`src/rtl/pli_pkg.sv`:
```
// shared constants and types for the point light irradiance pipeline
package pli_pkg;

    localparam int DEF_FRAC_BITS = 16;
    localparam int NORM_FRAC     = 14;
    localparam int POS_W         = 32;
    localparam int VAL_W         = 31;
    localparam int NRM_W         = 16;
    localparam int CFG_IDX_W     = 3;
    localparam int D2_W          = 64;
    localparam int DIST_W        = 32;
    localparam int DOT_W         = 48;
    localparam int COS_W         = 18;
    localparam int NUM_W         = 35;
    localparam int DEN_W         = 64;
    localparam logic [VAL_W-1:0] OUT_MAX = {VAL_W{1'b1}};

    // configuration register indexes
    typedef enum logic [CFG_IDX_W-1:0] {
        REG_LIGHT_X   = 3'd0,
        REG_LIGHT_Y   = 3'd1,
        REG_LIGHT_Z   = 3'd2,
        REG_RANGE     = 3'd3,
        REG_INTENSITY = 3'd4,
        REG_CONST     = 3'd5,
        REG_LINEAR    = 3'd6,
        REG_QUAD      = 3'd7
    } pli_reg_idx_t;

    // per-word flags carried down the pipeline
    typedef struct packed {
        logic far;
        logic kill;
    } pli_flags_t;

endpackage

```
`src/rtl/pli_sqrt.sv`:
```
// pipelined integer square root, one result bit per stage
module pli_sqrt
    import pli_pkg::*;
#(
    parameter int TAG_W = 8
)(
    input  logic              clk,
    input  logic              rst_n,
    input  logic              in_valid,
    input  logic [D2_W-1:0]   in_x,
    input  logic [TAG_W-1:0]  in_tag,
    output logic              out_valid,
    output logic [DIST_W-1:0] out_root,
    output logic [TAG_W-1:0]  out_tag
);

    localparam int STAGES = D2_W / 2;

    logic              valid_reg [STAGES];
    logic [D2_W-1:0]   x_reg     [STAGES];
    logic [D2_W-1:0]   r_reg     [STAGES];
    logic [TAG_W-1:0]  tag_reg   [STAGES];

    for (genvar k = 0; k < STAGES; k++) begin : g_stage
        logic             prev_valid;
        logic [D2_W-1:0]  prev_x;
        logic [D2_W-1:0]  prev_r;
        logic [TAG_W-1:0] prev_tag;
        logic [D2_W-1:0]  bit_val;
        logic [D2_W-1:0]  trial;
        logic [D2_W-1:0]  x_next;
        logic [D2_W-1:0]  r_next;

        if (k == 0) begin : g_first
            assign prev_valid = in_valid;
            assign prev_x     = in_x;
            assign prev_r     = '0;
            assign prev_tag   = in_tag;
        end else begin : g_rest
            assign prev_valid = valid_reg[k-1];
            assign prev_x     = x_reg[k-1];
            assign prev_r     = r_reg[k-1];
            assign prev_tag   = tag_reg[k-1];
        end

        // test one root bit
        assign bit_val = D2_W'(1) << (D2_W - 2 - 2 * k);
        assign trial   = prev_r + bit_val;
        always_comb
        begin
            if (prev_x >= trial)
            begin
                x_next = prev_x - trial;
                r_next = (prev_r >> 1) + bit_val;
            end
            else
            begin
                x_next = prev_x;
                r_next = prev_r >> 1;
            end
        end

        always_ff @(posedge clk or negedge rst_n)
        begin
            if (!rst_n)
                valid_reg[k] <= 1'b0;
            else
                valid_reg[k] <= prev_valid;
        end

        always_ff @(posedge clk)
        begin
            x_reg[k]   <= x_next;
            r_reg[k]   <= r_next;
            tag_reg[k] <= prev_tag;
        end
    end

    assign out_valid = valid_reg[STAGES-1];
    assign out_root  = r_reg[STAGES-1][DIST_W-1:0];
    assign out_tag   = tag_reg[STAGES-1];

endmodule

```
`config.mk`:
```
export PLATFORM = sky130hd
export DESIGN_NAME = pli_sqrt
export DESIGN_NICKNAME = d
export VERILOG_FILES = /design/src/rtl/pli_pkg.sv /design/src/rtl/pli_sqrt.sv
export SDC_FILE = /design/constraint.sdc
export NUM_CORES = 2
export LEC_CHECK = 0
export BUFFER_PORTS_ARGS = -buffer_cell sky130_fd_sc_hd__buf_2
export CORE_ASPECT_RATIO = 1.25
export CORE_MARGIN = 8
export CORE_UTILIZATION = 56
export CTS_CLUSTER_DIAMETER = 100
export CTS_CLUSTER_SIZE = 28
export DETAILED_ROUTE_END_ITERATION = 6
export PLACE_DENSITY_LB_ADDON = 0.3
export SETUP_SLACK_MARGIN = 0.15
export SLEW_MARGIN = 10
export SYNTH_ARGS = -nofsm -noshare
export SYNTH_HDL_FRONTEND = slang
export SYNTH_MEMORY_MAX_BITS = 65536
export SYNTH_SLANG_ARGS = --single-unit
```
`constraint.sdc`:
```
create_clock -name clk -period 3.3 [get_ports clk]
set_input_delay 0.825 -clock clk [delete_from_list [all_inputs] [get_ports clk]]
set_output_delay 0.825 -clock clk [all_outputs]
set_load 0.02 [all_outputs]
```
==> summary.md <==
| Metric | Value |
|---|---|
| Clk_lat worst skew | `about 840 ps` |
| WHS | `~76 ps` |
| Max reg flops | `between 1,500 and 2,000` |
| Area of the core | `0.181 mm^2` |
| Top FF cell, synth | `dfxtp_1` |
| Met2 wire len | `around 150,000 um` |
| Crit Path Max Fanout | `4` |
| Top layer in use | `met5` |
| Filler cells | `14,200` |
| Reg2Reg Depth | `15` |
| Drt via density | `5.62` |
| Crit path depth | `15` |
| Placed Area | `roughly 0.11 mm^2` |
| Drt first pass iters | `6` |
| Status | `complete, but fails checks` |
| Final ANT Viol Nets | `0` |
| Post-Layout Cell Count | `13,300` |
| CTS tree | `yes` |
| Gpl congestion | `1.02` |
| Grt total ovfl | `0` |
| H-tree level count | `3` |
| Most frequent cells in the layout | `dfxtp_1, buf_4, inv_1` |
| Row cnt | `approximately 180` |
| Die Wd | `397 um` |
| Max_slew headroom | `18.8%` |
| Seq cells post-synth | `2,800` |
| Synthesized area | `0.102 mm^2` |
| Crit path launch type | `flop` |
| Critical Path Start | `r_reg[3][14]` |
| Final WS setup | `-20.7 ps` |
| Seq/Total Area, Yosys | `between 50% and 60%` |
| Failing checks | `negative setup slack` |
| Overall routing resource usage | `28.4%` |
| Asr flop ratio synth | `around 1.1%` |
| Initial antenna violation count | `12` |
| Vias in the first global route | `between 70,000 and 80,000` |
| Commonest non-fill, non-tap cell in the layout | `dfxtp_1` |
| Min Tclk post-route | `3320 ps` |
| Crit path max-delay cell type | `dfxtp_4` |
| Hold-fix buffers, CTS | `0` |
| Remaining DRCs | `0` |
| Port bufs | `115` |
| Routed wl met3 | `11,000 um` |
| 1st-iter DRT viols | `4,351` |
| Met1 wire length | `105,000 um` |
| CP Buf/Inv Count | `5` |
| Die Height | `492 um` |
| CP Cell Sequence | `inv_4 -> ha_4 -> nor2b_4 -> o31a_1 -> o31a_1 -> or3_4 -> a21oi_4 -> buf_6 -> a2111oi_4 -> buf_4 -> buf_6 -> o31ai_4 -> buf_6 -> and3b_1 -> xor2_1` |
| Global-route wire length before repair | `435,000 um` |
| Max cap viols | `0` |
| Syn. warnings | `0` |
| Kind of cell adding the most delay to the critical path | `compound AO/OA/AOI/OAI gates` |
| Reg-to-reg startpoint | `r_reg[3][14]` |
| Worst setup endpoint | `x_reg[1][625]` |
| Routed wire length per instance | `22.0 um` |
| Post-synth EDFFs | `0` |
| Critical path capture point type | `flop` |
| Area growth syn-to-layout | `17.0%` |
| Skew final | `roughly 77 ps` |
| Unrepaired setup endpoints after global routing | `yes` |
| CTS sink count | `2,800` |
| Hold Crit Class | `in2async` |
| Placed instance count | `roughly 13,000` |
| # setup viols final | `1` |
| Hold Vio Cnt, Final | `0` |
| Nets | `roughly 12,000` |
| Largest stage delay, worst path | `400 ps` |
| CTS Root Cell | `clkbuf_16` |
| Vias post-DR | `74,900` |
| Reg2Reg Capture Point | `x_reg[1][625]` |
| Post-DP HPWL | `approximately 230,000 um` |
| Die area | `0.196 mm^2` |
| Clock Tree Buf Depth | `3` |
| Clock slew at reported path FFs | `around 100 ps` |
| Netlist cell types | `99` |
| Reg-to-reg slack, setup | `-20 ps` |
| Mapped Cells | `about 10,000` |
| Routed WL | `293,000 um` |
| Syn nets | `10,600` |
| Tcrit/Tclk final | `101%` |
| Finished Cell Area | `0.119 mm^2` |
| Worst vdd ir | `684 uV` |
| Worst-margin pin slew | `around 1200 ps` |
| Kind of critical path | `reg2reg` |
| Pins Over Slew Limit | `0` |
| CP most frequent cell | `buf_6` |
| TritonCTS Buffers | `110` |
| Peak Freq | `0.301 GHz` |
| Share of cells above drive strength 1 | `17.9%` |
| Initial Utilization | `56.1%` |
| Required time worst endpoint | `~4000 ps` |
| Pwr/cell area | `788 mW/mm^2` |
| Leakage power | `53.7 nW` |
| Post-Syn Area per Cell | `between 10 and 15 um^2` |
| Largest net degree at the start of global routing | `49` |
| Top-level port count | `116` |
| Setup TNS | `-20.7 ps` |
| Critical Path AT | `approximately 4000 ps` |
==> worst reg2reg max path, delay by kind of cell, from the launching register on <==
kind | cells | cell delay, ps
compound gates | 5 | 1130
simple gates | 3 | 690
buf+inv | 5 | 640
flops | 1 | 400
fa+ha+maj | 1 | 210
xor+xnor | 1 | 150
==> area by class of cell <==
class / instances / area [um^2] / area share [%]
flip-flops and latches: 2800 / 56400 / 47.4
diodes: 32 / 80.1 / 0.0673
inverters: 694 / 2620 / 2.20
well taps: 2389 / 2990 / 2.51
multi-input cells: 6256 / 45600 / 38.4
repair buffers: 1018 / 8260 / 6.94
clock inverters: 12 / 258 / 0.217
clock buffers: 113 / 2760 / 2.32
==> stage by stage <==
step                      total power [W]  setup WS (ps)  util [%]
after floorplan                    0.0635            156         -
after global placement             0.0748           -458      60.9
after detailed placement           0.0753           -501      60.9
after CTS                          0.0924          -30.9      64.1
after global routing               0.0984           -107      65.7
final                              0.0937          -20.7      65.7
==> how the worst min path moves through the flow <==
stage	from	endpoint	slack (ps)	cells after the start
after detailed placement	tag_reg[0][17]	tag_reg[0][25]	310	0
after floorplan	tag_reg[0][2]	tag_reg[0][10]	310	0
final	rst_n	g_stage[10].prev_valid	80	1
after global placement	tag_reg[1][19]	tag_reg[1][27]	310	0
after CTS	in_tag[5]	tag_reg[0][5]	20	1
after global routing	in_tag[5]	tag_reg[0][5]	40	1
==> per-layer routing <==
metal	global-route usage [%]	vias to the layer above
met3	3.31	838
li1	-	36300
met5	0	-
met2	53.4	1939
met4	19.9	6
met1	29.0	35800
==> cell usage after synthesis, drive strengths merged (44+ instances only) <==
cell	count	area, um^2
nor4b	49	429
buf	47	225
a21oi	640	3210
mux2	80	908
xnor2	523	4580
a31oi	53	332
o21ai	429	2150
inv	693	2600
o21bai	61	458
or4	76	582
ha	558	6980
nor2	662	2480
or3	87	559
nor4	319	2000
a21o	197	1480
nor3	267	1350
clkbuf	157	589
o21a	83	623
xor2	370	3240
and3	44	275
nand2	623	2340
nor2b	67	419
dfxtp	2768	55400
nand3	156	781
nand4	191	1190
a211oi	69	528
nand2b	122	763
==> report_power, final <==
group	switching (W)	leakage [nW]	internal (W)
combinational	0.0157	28.7	0.0136
clock	0.0101	1.47	0.00619
sequential	0.00726	23.6	0.0409
==> cell families (layout without fill, tap and decap cells) <==
| family | after synthesis | after routing | synth area share [%] |
|---|---|---|---|
| adder cells (fa/ha/maj) | 558 | 558 | 6.87 |
| other | 0 | 32 | 0 |
| buffers and inverters | 898 | 1837 | 3.36 |
| XOR/XNOR | 893 | 893 | 7.69 |
| AO/OA/AOI/OAI | 1846 | 1846 | 11.3 |
| flip-flops | 2800 | 2800 | 55.3 |
| AND/OR/NAND/NOR | 2875 | 2875 | 14.6 |
| multiplexers | 84 | 84 | 0.933 |
==> repair_timing <==
action,in CTS,in global routing
gates resized for setup,455,549
gates cloned,11,13
pin swaps,112,187
setup endpoints to repair,547,536
buffers inserted,58,62
hold endpoints to repair,0,0
Power figures use the tool's default switching activity.
